**src/design/mafs_pkg.sv**
```systemverilog
`timescale 1ns / 1ps
// Shared types, sizes and header tables of the MPEG audio / ADTS frame synchronizer.
// Depends on nothing; every other file of the block imports it.
package mafs_pkg;

  // lookahead window and queue sizes
  localparam int WINDOW_BYTES = 7;
  localparam int FILL_W       = $clog2(WINDOW_BYTES + 1);
  localparam int QUEUE_DEPTH  = 4;
  localparam int QPTR_W       = $clog2(QUEUE_DEPTH);
  localparam int QCNT_W       = $clog2(QUEUE_DEPTH + 1);
  localparam int LEN_W        = 13;

  // header sizes per stream format
  localparam int HDR_MP3_BYTES  = 4;
  localparam int HDR_ADTS_BYTES = 7;

  // stream format codes
  localparam logic FMT_MP3  = 1'b0;
  localparam logic FMT_ADTS = 1'b1;

  // mpeg version codes of the layer iii header
  localparam logic [1:0] VER_25   = 2'd0;
  localparam logic [1:0] VER_RSVD = 2'd1;
  localparam logic [1:0] VER_2    = 2'd2;
  localparam logic [1:0] VER_1    = 2'd3;
  localparam logic [1:0] LAYER_3  = 2'd1;

  // sample-rate families
  localparam logic [1:0] SR_44K1 = 2'd0;
  localparam logic [1:0] SR_48K  = 2'd1;
  localparam logic [1:0] SR_32K  = 2'd2;
  localparam logic [1:0] SR_RSVD = 2'd3;

  typedef logic [7:0]          byte_t;
  typedef logic [FILL_W-1:0]   fill_t;
  typedef logic [LEN_W-1:0]    len_t;
  typedef byte_t               hdr_bytes_t [HDR_ADTS_BYTES];

  // item from the window to the frame tracker: byte plus header length (0 = no header)
  typedef struct packed {
    byte_t data;
    len_t  hdr_len;
  } mafs_item_t;

  // bitrate tables in kbit/s
  localparam logic [8:0] KBPS_V1 [16] = '{
    9'd0, 9'd32, 9'd40, 9'd48, 9'd56, 9'd64, 9'd80, 9'd96, 9'd112,
    9'd128, 9'd160, 9'd192, 9'd224, 9'd256, 9'd320, 9'd0
  };
  localparam logic [8:0] KBPS_V2 [16] = '{
    9'd0, 9'd8, 9'd16, 9'd24, 9'd32, 9'd40, 9'd48, 9'd56, 9'd64,
    9'd80, 9'd96, 9'd112, 9'd128, 9'd144, 9'd160, 9'd0
  };

  // frame length without padding for the 44.1 kHz family, mpeg-1 and mpeg-2
  localparam len_t LEN441_V1 [16] = '{
    13'd0,              13'(1440 * 32 / 441),  13'(1440 * 40 / 441),
    13'(1440 * 48 / 441),  13'(1440 * 56 / 441),  13'(1440 * 64 / 441),
    13'(1440 * 80 / 441),  13'(1440 * 96 / 441),  13'(1440 * 112 / 441),
    13'(1440 * 128 / 441), 13'(1440 * 160 / 441), 13'(1440 * 192 / 441),
    13'(1440 * 224 / 441), 13'(1440 * 256 / 441), 13'(1440 * 320 / 441),
    13'd0
  };
  localparam len_t LEN441_V2 [16] = '{
    13'd0,              13'(1440 * 8 / 441),   13'(1440 * 16 / 441),
    13'(1440 * 24 / 441),  13'(1440 * 32 / 441),  13'(1440 * 40 / 441),
    13'(1440 * 48 / 441),  13'(1440 * 56 / 441),  13'(1440 * 64 / 441),
    13'(1440 * 80 / 441),  13'(1440 * 96 / 441),  13'(1440 * 112 / 441),
    13'(1440 * 128 / 441), 13'(1440 * 144 / 441), 13'(1440 * 160 / 441),
    13'd0
  };
  // mpeg-2.5 at 11.025 kHz
  localparam len_t LEN441_V25 [16] = '{
    13'd0,              13'(2880 * 8 / 441),   13'(2880 * 16 / 441),
    13'(2880 * 24 / 441),  13'(2880 * 32 / 441),  13'(2880 * 40 / 441),
    13'(2880 * 48 / 441),  13'(2880 * 56 / 441),  13'(2880 * 64 / 441),
    13'(2880 * 80 / 441),  13'(2880 * 96 / 441),  13'(2880 * 112 / 441),
    13'(2880 * 128 / 441), 13'(2880 * 144 / 441), 13'(2880 * 160 / 441),
    13'd0
  };

endpackage

```
**src/design/mpeg_audio_frame_sync_core.sv**
```systemverilog
`timescale 1ns / 1ps
// Top level of the MPEG audio / ADTS frame synchronizer.
// Depends on mafs_pkg, mafs_front, mafs_fifo and mafs_back.
//
//  channel   ports                                   request moved
//  ------    ------------------------------------   ------------------------------
//  input     push, full, in_data_byte                one stream byte
//  result    pop, empty, out_byte, out_frame_*       one frame byte with marks
//  config    cfg_valid, cfg_ready, cfg_stream_format stream format (0 mp3, 1 adts)
//
// One byte per cycle is sustained while the queue is not full: the front checks the header
// over the window and the appended byte in the cycle it accepts, and the back retires one
// queued item per cycle while its result register is free or popped. A result byte passes
// through the window, the item queue and the result register; header lag is H-1 bytes.
// Reset (rst_n low, synchronous) empties the window, queue and result register; no sweep.
// full rises when the four-entry item queue is full; a stalled result holds the back.
module mpeg_audio_frame_sync_core (
  input  logic            clk,
  input  logic            rst_n,
  input  logic            push,
  output logic            full,
  input  mafs_pkg::byte_t in_data_byte,
  output logic            empty,
  input  logic            pop,
  output mafs_pkg::byte_t out_byte,
  output logic            out_frame_start,
  output logic            out_frame_last,
  output mafs_pkg::len_t  out_frame_length,
  input  logic            cfg_valid,
  output logic            cfg_ready,
  input  logic            cfg_stream_format
);
  import mafs_pkg::*;

  logic       accept;
  logic       q_push;
  logic       q_full;
  logic       q_pop;
  logic       q_empty;
  mafs_item_t q_wdata;
  mafs_item_t q_rdata;

  assign cfg_ready = 1'b1;
  assign full      = q_full;
  assign accept    = push && !q_full;

  // window and header check
  mafs_front u_front (
    .clk       (clk),
    .rst_n     (rst_n),
    .cfg_we    (cfg_valid && cfg_ready),
    .cfg_fmt   (cfg_stream_format),
    .accept    (accept),
    .data_byte (in_data_byte),
    .q_push    (q_push),
    .q_item    (q_wdata)
  );

  // decoupling queue
  mafs_fifo u_fifo (
    .clk   (clk),
    .rst_n (rst_n),
    .push  (q_push),
    .wdata (q_wdata),
    .full  (q_full),
    .pop   (q_pop),
    .rdata (q_rdata),
    .empty (q_empty)
  );

  // frame tracker and result register
  mafs_back u_back (
    .clk              (clk),
    .rst_n            (rst_n),
    .q_empty          (q_empty),
    .q_item           (q_rdata),
    .q_pop            (q_pop),
    .empty            (empty),
    .pop              (pop),
    .out_byte         (out_byte),
    .out_frame_start  (out_frame_start),
    .out_frame_last   (out_frame_last),
    .out_frame_length (out_frame_length)
  );

endmodule

```
**src/design/mafs_hdr.sv**
```systemverilog
`timescale 1ns / 1ps
// Header checker: validates a layer iii or adts header and gives its frame length.
// Depends on mafs_pkg for the bitrate and length tables.
module mafs_hdr (
  input  logic                fmt,
  input  mafs_pkg::hdr_bytes_t hdr,
  output mafs_pkg::len_t      frame_bytes
);
  import mafs_pkg::*;

  logic [1:0] ver;
  logic [1:0] lay;
  logic [3:0] bri;
  logic [1:0] sri;
  logic       pad;
  logic       mp3_ok;
  logic [8:0] br;
  len_t       br_w;
  len_t       m3;
  len_t       m9;
  len_t       mp3_base;
  len_t       mp3_len;
  len_t       adts_raw;
  logic       adts_ok;

  // layer iii field split
  assign ver = hdr[1][4:3];
  assign lay = hdr[1][2:1];
  assign bri = hdr[2][7:4];
  assign sri = hdr[2][3:2];
  assign pad = hdr[2][1];

  assign mp3_ok = (hdr[0] == 8'hFF) && (hdr[1][7:5] == 3'b111) && (ver != VER_RSVD) &&
                  (lay == LAYER_3) && (bri != 4'd0) && (bri != 4'd15) && (sri != SR_RSVD);

  // bitrate multiples for the 48 kHz and 32 kHz families
  assign br   = (ver == VER_1) ? KBPS_V1[bri] : KBPS_V2[bri];
  assign br_w = {{(LEN_W - 9){1'b0}}, br};
  assign m3   = br_w + (br_w << 1);
  assign m9   = (br_w << 3) + br_w;

  always_comb begin
    case (sri)
      SR_44K1: begin
        if (ver == VER_1) mp3_base = LEN441_V1[bri];
        else if (ver == VER_2) mp3_base = LEN441_V2[bri];
        else mp3_base = LEN441_V25[bri];
      end
      SR_48K:  mp3_base = (ver == VER_25) ? (m3 << 1) : m3;
      SR_32K:  mp3_base = (ver == VER_25) ? m9 : (m9 >> 1);
      default: mp3_base = '0;
    endcase
  end

  assign mp3_len = mp3_base + {{(LEN_W - 1){1'b0}}, pad};

  // adts length field spans bytes three to five
  assign adts_raw = {hdr[3][1:0], hdr[4], hdr[5][7:5]};
  assign adts_ok  = (hdr[0] == 8'hFF) && ((hdr[1] & 8'hF6) == 8'hF0) &&
                    (adts_raw >= len_t'(HDR_ADTS_BYTES));

  always_comb begin
    if (fmt == FMT_ADTS) frame_bytes = adts_ok ? adts_raw : '0;
    else frame_bytes = mp3_ok ? mp3_len : '0;
  end

endmodule

```
**src/design/mafs_front.sv**
```systemverilog
`timescale 1ns / 1ps
// Front part: lookahead window, stream format register and header check per byte.
// Depends on mafs_pkg and mafs_hdr; feeds the item queue.
module mafs_front (
  input  logic                clk,
  input  logic                rst_n,
  input  logic                cfg_we,
  input  logic                cfg_fmt,
  input  logic                accept,
  input  mafs_pkg::byte_t     data_byte,
  output logic                q_push,
  output mafs_pkg::mafs_item_t q_item
);
  import mafs_pkg::*;

  byte_t      win_r   [WINDOW_BYTES];
  byte_t      win_nxt [WINDOW_BYTES];
  byte_t      ext     [WINDOW_BYTES];
  fill_t      fill_r;
  fill_t      fill_nxt;
  fill_t      fill_a;
  fill_t      wr_sel;
  fill_t      hlen;
  logic       fmt_r;
  logic       emit;
  hdr_bytes_t hdr;
  len_t       hdr_len;

  // window with the incoming byte appended
  assign wr_sel = (fill_r == fill_t'(WINDOW_BYTES)) ? fill_t'(WINDOW_BYTES - 1) : fill_r;
  assign fill_a = (fill_r == fill_t'(WINDOW_BYTES)) ? fill_r : fill_r + fill_t'(1);

  always_comb begin
    for (int i = 0; i < WINDOW_BYTES; i++) begin
      ext[i] = (fill_t'(i) == wr_sel) ? data_byte : win_r[i];
    end
  end

  // header check over the oldest bytes
  assign hlen = (fmt_r == FMT_ADTS) ? fill_t'(HDR_ADTS_BYTES) : fill_t'(HDR_MP3_BYTES);
  assign emit = (fill_a >= hlen);

  always_comb begin
    for (int i = 0; i < HDR_ADTS_BYTES; i++) begin
      hdr[i] = ext[i];
    end
  end

  mafs_hdr u_hdr (
    .fmt         (fmt_r),
    .hdr         (hdr),
    .frame_bytes (hdr_len)
  );

  // shift out the oldest byte once a header's worth is present
  always_comb begin
    for (int i = 0; i < WINDOW_BYTES - 1; i++) begin
      win_nxt[i] = emit ? ext[i + 1] : ext[i];
    end
    win_nxt[WINDOW_BYTES - 1] = ext[WINDOW_BYTES - 1];
    fill_nxt = emit ? fill_a - fill_t'(1) : fill_a;
  end

  assign q_push         = accept && emit;
  assign q_item.data    = ext[0];
  assign q_item.hdr_len = hdr_len;

  // window storage
  always_ff @(posedge clk) begin
    if (accept) begin
      for (int i = 0; i < WINDOW_BYTES; i++) begin
        win_r[i] <= win_nxt[i];
      end
    end
  end

  // fill count and format register
  always_ff @(posedge clk) begin
    if (!rst_n) begin
      fill_r <= '0;
      fmt_r  <= FMT_MP3;
    end else begin
      if (accept) fill_r <= fill_nxt;
      if (cfg_we) fmt_r <= cfg_fmt;
    end
  end

endmodule

```
**src/design/mafs_fifo.sv**
```systemverilog
`timescale 1ns / 1ps
// Item queue between the window front and the frame tracker.
// Depends on mafs_pkg for the item type and depth.
module mafs_fifo (
  input  logic                 clk,
  input  logic                 rst_n,
  input  logic                 push,
  input  mafs_pkg::mafs_item_t wdata,
  output logic                 full,
  input  logic                 pop,
  output mafs_pkg::mafs_item_t rdata,
  output logic                 empty
);
  import mafs_pkg::*;

  mafs_item_t        mem_r [QUEUE_DEPTH];
  logic [QPTR_W-1:0] wr_ptr_r;
  logic [QPTR_W-1:0] rd_ptr_r;
  logic [QCNT_W-1:0] count_r;
  logic              do_push;
  logic              do_pop;

  assign full    = (count_r == QCNT_W'(QUEUE_DEPTH));
  assign empty   = (count_r == '0);
  assign do_push = push && !full;
  assign do_pop  = pop && !empty;
  assign rdata   = mem_r[rd_ptr_r];

  // entry storage
  always_ff @(posedge clk) begin
    if (do_push) mem_r[wr_ptr_r] <= wdata;
  end

  // pointers and count
  always_ff @(posedge clk) begin
    if (!rst_n) begin
      wr_ptr_r <= '0;
      rd_ptr_r <= '0;
      count_r  <= '0;
    end else begin
      if (do_push) begin
        wr_ptr_r <= (wr_ptr_r == QPTR_W'(QUEUE_DEPTH - 1)) ? '0 : wr_ptr_r + QPTR_W'(1);
      end
      if (do_pop) begin
        rd_ptr_r <= (rd_ptr_r == QPTR_W'(QUEUE_DEPTH - 1)) ? '0 : rd_ptr_r + QPTR_W'(1);
      end
      if (do_push && !do_pop) count_r <= count_r + QCNT_W'(1);
      else if (do_pop && !do_push) count_r <= count_r - QCNT_W'(1);
    end
  end

  // count stays within depth
  a_count_bound: assert property (@(posedge clk) disable iff (!rst_n)
    count_r <= QCNT_W'(QUEUE_DEPTH))
    else $error("queue count above depth");

  // front never pushes into a full queue
  a_no_overflow: assert property (@(posedge clk) disable iff (!rst_n)
    push |-> !full)
    else $error("push into full queue");

  // pointers coincide when the queue is empty or full
  a_ptr_count: assert property (@(posedge clk) disable iff (!rst_n)
    (count_r == '0 || count_r == QCNT_W'(QUEUE_DEPTH)) |-> (wr_ptr_r == rd_ptr_r))
    else $error("queue pointers disagree with count");

endmodule

```
**src/design/mafs_back.sv**
```systemverilog
`timescale 1ns / 1ps
// Back part: frame tracker that drops stray bytes, marks frame start and last byte,
// and holds the result register. Depends on mafs_pkg.
module mafs_back (
  input  logic                 clk,
  input  logic                 rst_n,
  input  logic                 q_empty,
  input  mafs_pkg::mafs_item_t q_item,
  output logic                 q_pop,
  output logic                 empty,
  input  logic                 pop,
  output mafs_pkg::byte_t      out_byte,
  output logic                 out_frame_start,
  output logic                 out_frame_last,
  output mafs_pkg::len_t       out_frame_length
);
  import mafs_pkg::*;

  len_t  rem_r;
  len_t  cur_len_r;
  logic  out_valid_r;
  byte_t out_byte_r;
  logic  out_start_r;
  logic  out_last_r;
  len_t  out_len_r;
  logic  can_take;
  logic  in_frame;
  logic  take;
  len_t  rem_load;
  len_t  rem_dec;

  assign can_take = !out_valid_r || pop;
  assign q_pop    = !q_empty && can_take;
  assign in_frame = (rem_r != '0);
  assign take     = q_pop && (in_frame || (q_item.hdr_len != '0));
  assign rem_load = in_frame ? rem_r : q_item.hdr_len;
  assign rem_dec  = rem_load - len_t'(1);

  // frame tracking
  always_ff @(posedge clk) begin
    if (!rst_n) begin
      rem_r     <= '0;
      cur_len_r <= '0;
    end else if (take) begin
      rem_r <= rem_dec;
      if (!in_frame) cur_len_r <= q_item.hdr_len;
    end
  end

  // result valid flag
  always_ff @(posedge clk) begin
    if (!rst_n) begin
      out_valid_r <= 1'b0;
    end else if (take) begin
      out_valid_r <= 1'b1;
    end else if (pop) begin
      out_valid_r <= 1'b0;
    end
  end

  // result payload
  always_ff @(posedge clk) begin
    if (take) begin
      out_byte_r  <= q_item.data;
      out_start_r <= !in_frame;
      out_last_r  <= (rem_dec == '0);
      out_len_r   <= in_frame ? cur_len_r : q_item.hdr_len;
    end
  end

  assign empty            = !out_valid_r;
  assign out_byte         = out_byte_r;
  assign out_frame_start  = out_start_r;
  assign out_frame_last   = out_last_r;
  assign out_frame_length = out_len_r;

  // remaining count stays below the frame length
  a_rem_below_len: assert property (@(posedge clk) disable iff (!rst_n)
    (rem_r != '0) |-> (rem_r < cur_len_r))
    else $error("remaining count not below frame length");

  // a waiting start byte leaves length minus one bytes to go
  a_start_rem: assert property (@(posedge clk) disable iff (!rst_n)
    (out_valid_r && out_start_r) |-> ((14'(rem_r) + 14'd1) == 14'(out_len_r)))
    else $error("start byte disagrees with remaining count");

  // a waiting last byte means the frame is closed
  a_last_closed: assert property (@(posedge clk) disable iff (!rst_n)
    (out_valid_r && out_last_r) |-> (rem_r == '0))
    else $error("last byte while frame still open");

endmodule
```
**config.mk**
```make
export PLATFORM = sky130hd
export DESIGN_NAME = mpeg_audio_frame_sync_core
export DESIGN_NICKNAME = d
export VERILOG_FILES = /design/src/design/mafs_pkg.sv /design/src/design/mpeg_audio_frame_sync_core.sv /design/src/design/mafs_hdr.sv /design/src/design/mafs_front.sv /design/src/design/mafs_fifo.sv /design/src/design/mafs_back.sv
export SDC_FILE = /design/constraint.sdc
export NUM_CORES = 1
export LEC_CHECK = 0
export ABC_AREA = 1
export BUFFER_PORTS_ARGS = -buffer_cell sky130_fd_sc_hd__buf_4
export CORE_MARGIN = 2
export CORE_UTILIZATION = 40
export CTS_CLUSTER_DIAMETER = 50
export DETAILED_ROUTE_END_ITERATION = 6
export GPL_ROUTABILITY_DRIVEN = 0
export HOLD_SLACK_MARGIN = 0.05
export PLACE_DENSITY_LB_ADDON = 0.3
export SLEW_MARGIN = 20
export SYNTH_ARGS = -nofsm -noshare
export SYNTH_HDL_FRONTEND = slang
export SYNTH_HIERARCHICAL = 1
export SYNTH_SLANG_ARGS = --single-unit
export TNS_END_PERCENT = 5
```
**constraint.sdc**
```tcl
create_clock -name clk -period 5.19 [get_ports clk]
set_input_delay 0.7785 -clock clk [delete_from_list [all_inputs] [get_ports clk]]
set_output_delay 0.7785 -clock clk [all_outputs]
set_load 0.1 [all_outputs]
```
## Yosys cells after proc, flatten, opt, wreduce, memory -nomap -nowiden

Memories as Yosys holds them, arrays and structs flattened. A register that Yosys moved wholly into a read port is not among the register bits.
Cells that the tools add are included.

| operators by class | value |
|---|---|
| $add $sub $neg | 10 |
| order comparisons | 3 |
| eq/ne operators | 21 |
| muxes and demuxes | 50 |
| bitwise logic cells | 1 |
| reduce and logical (&&, ||, !) cells | 34 |

Operators by type and width:

| operator | number |
|---|---|
| $mux W13 | 14 |
| $mux W8 | 13 |
| $mux W9 | 5 |
| $pmux W13 S3 | 1 |
| $reduce_bool A13 Y1 | 2 |
| $logic_and A1 B1 Y1 | 16 |
| $mux W3 | 5 |
| $add A12 B9 Y13 | 1 |
| $add A13 B1 Y13 | 1 |
| $ge A13 B3 Y1 const B | 1 |
| $logic_not A13 Y1 | 1 |
| $sub A13 B1 Y13 const B | 1 |
| $mux W12 | 1 |
| $add A9 B10 Y11 | 1 |
| $eq A2 B2 Y1 const B | 5 |
| $mux W2 | 5 |
| $eq A3 B3 Y1 const A | 3 |
| $eq A3 B3 Y1 const B | 3 |
| $eq A8 B8 Y1 const B | 1 |
| $add A3 B1 Y3 const B | 2 |
| $eq A2 B3 Y1 const A | 2 |
| $eq A6 B6 Y1 const B | 1 |
| $logic_not A1 Y1 | 6 |
| $logic_not A3 Y1 | 2 |
| 15 further kinds | 26 |

| storage, ports and cells | value |
|---|---|
| register bits | 61 |
| memory bits (writable) | 140 |
| bits in read-only memories | 912 |
| input port bits | 14 |
| output and inout bits | 26 |
| logic and storage cells | 138 |
| memories | 7 |

Memories:

| name | depth | bits a word | read ports | clocked after Yosys merged registers in | write ports | line | source |
|---|---|---|---|---|---|---|---|
| (no name shown) | 16 | 13 | 1 | 0 | 0 | mafs_hdr.sv:47 | `else mp3_base = LEN441_V25[bri];` |
| (no name shown) | 16 | 13 | 1 | 0 | 0 | mafs_hdr.sv:46 | `else if (ver == VER_2) mp3_base = LEN441_V2[bri];` |
| (no name shown) | 16 | 13 | 1 | 0 | 0 | mafs_hdr.sv:45 | `if (ver == VER_1) mp3_base = LEN441_V1[bri];` |
| (no name shown) | 16 | 9 | 1 | 0 | 0 | mafs_hdr.sv:37 | `assign br = (ver == VER_1) ? KBPS_V1[bri] : KBPS_V2[bri];` |
| (no name shown) | 16 | 9 | 1 | 0 | 0 | mafs_hdr.sv:37 |  |
| u_fifo.mem_r | 4 | 21 | 1 | 1 | 1 | mafs_fifo.sv:16 | `mafs_item_t mem_r [QUEUE_DEPTH];` |
| 1 more memories | -- | -- | -- | -- | -- | -- |  |

## Depth between registers and ports, before layout

| logic depth | value |
|---|---|
| word-level depth | 15 |
| mapped depth | 34 |
| gate-level depth less buffers | 33 |

## By module

The synthesis kept the hierarchy.

Modules (own cells, without submodules):

| module | times used | cells each | area each (um^2) | seq. area each (um^2) |
|---|---|---|---|---|
| mafs_fifo | 1 | 276 | 3683.5 | 2702.6 |
| mafs_front | 1 | 404 | 3271.9 | 1761.7 |
| mafs_back | 1 | 298 | 2376.0 | 1231.2 |
| mafs_hdr | 1 | 426 | 2253.4 | 0.0 |
| mpeg_audio_frame_sync_core | 1 | 4 | 21.3 | 0.0 |

## Worst setup path before layout

OpenSTA, ideal clock, no wires.

| timing | value |
|---|---|
| path type | register to register |
| from | register u_front.fill_r[1] |
| to | memory u_fifo/mem_r[0][8] (netlist bit) (data pin) |
| setup time | 266 ps |
| arrival time | 4746 ps |
| data required time | 4924 ps |
| path slack | 178 ps |
| cell stages (with the launch flop) | 30 |
| path buffers | 1 |
| period minus slack after synthesis | 5012 ps |
| cells stage by stage | dfxtp_1 > ha_1 > nand2_2 > ha_1 > inv_1 > nand3_1 > buf_2 > o21ai_0 > inv_1 > ha_1 > inv_1 > nand2_1 > nand3_1 > nand3_1 > nand2_1 > inv_2 > ha_1 > fa_1 > xor2_1 > nand2_1 > nand2_1 > nor2_1 > nand2_1 > nand2_1 > inv_1 > nand3_2 > nor2_4 > or2_1 > nand3_1 > nand2_1 |

RTL lines:

| item | line | source |
|---|---|---|
| from (decl) | mafs_front.sv:19 | `fill_t fill_r;` |
| from (signal assigned) | mafs_front.sv:83 | `if (accept) fill_r <= fill_nxt;` |
| to (decl) | mafs_fifo.sv:16 |  |

==> results.md <==
- Mapped Area: 11,610 µm²
- DRT iter0 DRCs: 817
- Fill cell count: 2,779
- Dominant cell type by area after synthesis: edfxtp_1
- Async set or reset register ratio after synthesis: 0
- Detailed-route vias per instance: 5.138
- I/O Buffers: 38
- GRT Total Usage: 0.1841
- Routed len/inst: 15.14 µm
- Sw Share: 0.4873
- Core area: 28,630 µm²
- Internal: 4598 µW
- Finished Cell Area: 13,070 µm²
- DR pass1 iterations: 6
- Global-route wire length before repair: 45,640 µm
- Syn_nets: 1,456
- Largest net degree at the start of global routing: 63
- Vias in the first global route: 8,780
- Syn_area_per_cell: 8.243 µm²
- Via count: 9,475
- FMAX: 0.2112 GHz
- P per Cell Area: 686.4 nW/µm²
- Synth Instances: 1,408
- IO Count: 40
- Fin crit share: 0.9121
- Ys Warns: 6
- Max clock buf depth: 3
- VDD IR-drop max: 0.0003843 V
- Dpl cells: 1,796
- Placed Area: 12,180 µm²
- Top cell type's share of synthesized area: 0.4217
- WS Path Type: reg -> reg
- Die W: 174.3 µm
- Synth top area cells: edfxtp_1 42%, nand2_1 14%, dfxtp_1 6.9%, o21ai_0 5.3%, nand3_1 4.6%
- Crit path largest cell delay: 0.39 ns
- Detailed Place HPWL: 19,540 µm
- Hold Path Class: in -> reg
- Worst setup EP type: flop
- Startpoint Class: flop
- Leak Pwr: 0.005623 µW
- # diodes: 0
- CTS tree: built
- Unique masters post-synth: 50
- Post-route ant nets: 0
- NetSw: 4371 µW
- Reg clk slew, reported paths: 0.06 ns
- DIE AREA: 30,390 µm²
- Initial antenna violation count: 0
- Clock sinks: 203
- Fin Setup TNS: 0 ns
- Combinational share of power: 0.537
- Ys flop type: edfxtp_1
- CP max FO: 10
- Post-synthesis register bit count: 203
- Sequential share of power: 0.265
- Arr. time, crit path: 5.00 ns
- Worst Skew: 0.01730 ns
- Crit-path slowest cell: dfxtp_2
- Row count: 62
- Cell repeated most along the worst path: nand2_1
- DRC errors left: 0
- Final std cells w/o fill: 1,844
- CP Data Required Time: 5.46 ns
- Area Overhead vs Synth: 12.57%
- Clock Latency Late Sink: 0.54 ns
- Root buffer cell: clkbuf_16
- Max-cap violations: 0
- Starting density of the core: 0.4055
- CTS Hold Bufs: 0
- RSZ-0062 raised after global routing: false
- Clock power frac: 0.197
- Worst slew pin tran: 0.8889 ns
- TritonCTS Buffers: 26
- Slew HR: 0.4067
- Max-slew violation count: 0
- Grt ovf: 0
- Fin nets: 1,488
- Status: finished clean
- Post-synthesis sequential area ratio: 0.4907
- Fraction of layout cells with a size suffix above 1: 0.1329
- H-tree depth: 1
- Final setup viols: 0
- Final WL: 27,910 µm
- Min Tclk post-route: 4.734 ns
- Die Y-Extent: 174.3 µm
- Hold Vio Cnt, Final: 0
- Post-synth EDFFs: 163
layer usage:
layer	routed length, µm	global-route usage	up-vias
met3	1598	0.03587	51
met1	12250	0.2372	4365
met4	635	0.04762	0
met2	13430	0.3168	295
li1	-	-	4764
met5	0	0	-
cell families (layout without fill, tap and decap cells):
| kind of cell | after synthesis | in the layout | synth area share |
|---|---|---|---|
| xor gates and xnor gates | 2 | 2 | 0.001510 |
| DFF | 203 | 203 | 0.4907 |
| adders and majority gates | 34 | 34 | 0.03859 |
| AOI/OAI and AO/OA | 238 | 238 | 0.1141 |
| other | 1 | 1 | 0.0003231 |
| and+or+nand+nor | 715 | 715 | 0.2680 |
| buffers and inverters | 215 | 267 | 0.08678 |
Yosys cell counts, drive strengths merged (2+ instances only):
library cell  count
o21ai           152
a21oi            33
or2               2
o22ai            23
a31oi            13
nor3              6
fa                3
dfxtp            40
a22o              3
nand3           113
inv             153
buf              53
ha               31
clkinv            2
nor2            129
nand4            12
nand2           444
o211ai            5
clkbuf            7
edfxtp          163
nor4              4
o31ai             2
nand3b            5
cell usage in the layout (no fill, tap or decap), types with 13 or more instances in the layout:
cell type,synthesis,layout
a21oi_1,32,32
a31oi_1,13,13
buf_4,18,63
clkbuf_16,0,26
dfxtp_1,40,39
edfxtp_1,163,163
ha_1,31,31
inv_1,128,128
inv_2,24,23
nand2_1,426,426
nand2_2,15,15
nand3_1,107,106
nor2_1,105,101
nor2_2,14,17
o21ai_0,124,121
o21ai_1,27,29
o22ai_1,21,21
per-stage QoR:
stage,worst slack [ns],hold slack [ns],util,total power [µW]
after floorplan,0.1778,0.4554,-,6262
after global placement,0.4847,0.4673,0.4255,7137
after detailed placement,0.3685,0.4796,0.4255,7168
after CTS,0.3463,0.4634,0.4559,8975
after global routing,0.0001101,0.5049,0.4564,9693
final,0.4562,0.4789,0.4564,8968
final timing paths:
check	start	slack, ns	end	cells after the start
max	u_front/fill_r[1]$_SDFFE_PN0P_	0.46	u_fifo/mem_r[3][10]$_DFFE_PP_	32
max reg2reg	u_front/fill_r[1]$_SDFFE_PN0P_	0.46	u_fifo/mem_r[3][10]$_DFFE_PP_	32
min reg2reg	u_back/cur_len_r[1]$_SDFFE_PN0P_	0.49	u_back/cur_len_r[1]$_SDFFE_PN0P_	2
min	cfg_stream_format	0.48	u_front/fmt_r$_SDFFE_PN0P_	3
power groups by stage:
stage | combinational (µW) | sequential [µW] | clock [µW]
detailed placement | 4760 | 2410 | 0
global placement | 4730 | 2400 | 0
global route | 5400 | 2410 | 1880
CTS | 4780 | 2380 | 1810
finish | 4820 | 2380 | 1770
floorplan | 3360 | 2910 | 0
timing repair:
action,in CTS,in global routing
gates resized for setup,0,4
setup buffers,0,0
endpoints found under the setup margin,0,25
flip-flops by register name (all words and copies together) (netlist names), named ones only:
name                     count
u_fifo/wr_ptr_r              2
u_back/out_byte              8
u_back/rem_r                13
u_front/win_r               56
u_front/fill_r               3
u_fifo/rd_ptr_r              2
u_back/cur_len_r            13
u_fifo/mem_r                84
u_back/out_frame_last        1
u_fifo/count_r               3
u_back/out_valid_r           1
u_front/fmt_r                1
u_back/out_frame_start       1
u_back/out_frame_length     13
cell type report:
class                           count  area [µm²]  area share
Multi-Input combinational cell    990        4935      0.3777
Timing Repair Buffer               64       493.0     0.03773
Clock inverter                     21       215.2     0.01647
Clock buffer                       27       654.4     0.05009
Inverter                          155       590.6     0.04520
Tap cell                          384       480.5     0.03677
Sequential cell                   203        5697      0.4360
worst max-delay path, delay by kind of cell (launching register included):
| kind | cells | cell delay (ns) |
|---|---|---|
| AO/OA/AOI/OAI | 2 | 0.47 |
| adder cells (fa/ha/maj) | 4 | 1.13 |
| flip-flops | 1 | 0.39 |
| AND/OR/NAND/NOR | 20 | 1.81 |
| buffers and inverters | 6 | 0.64 |
Power figures use the tool's default switching activity.
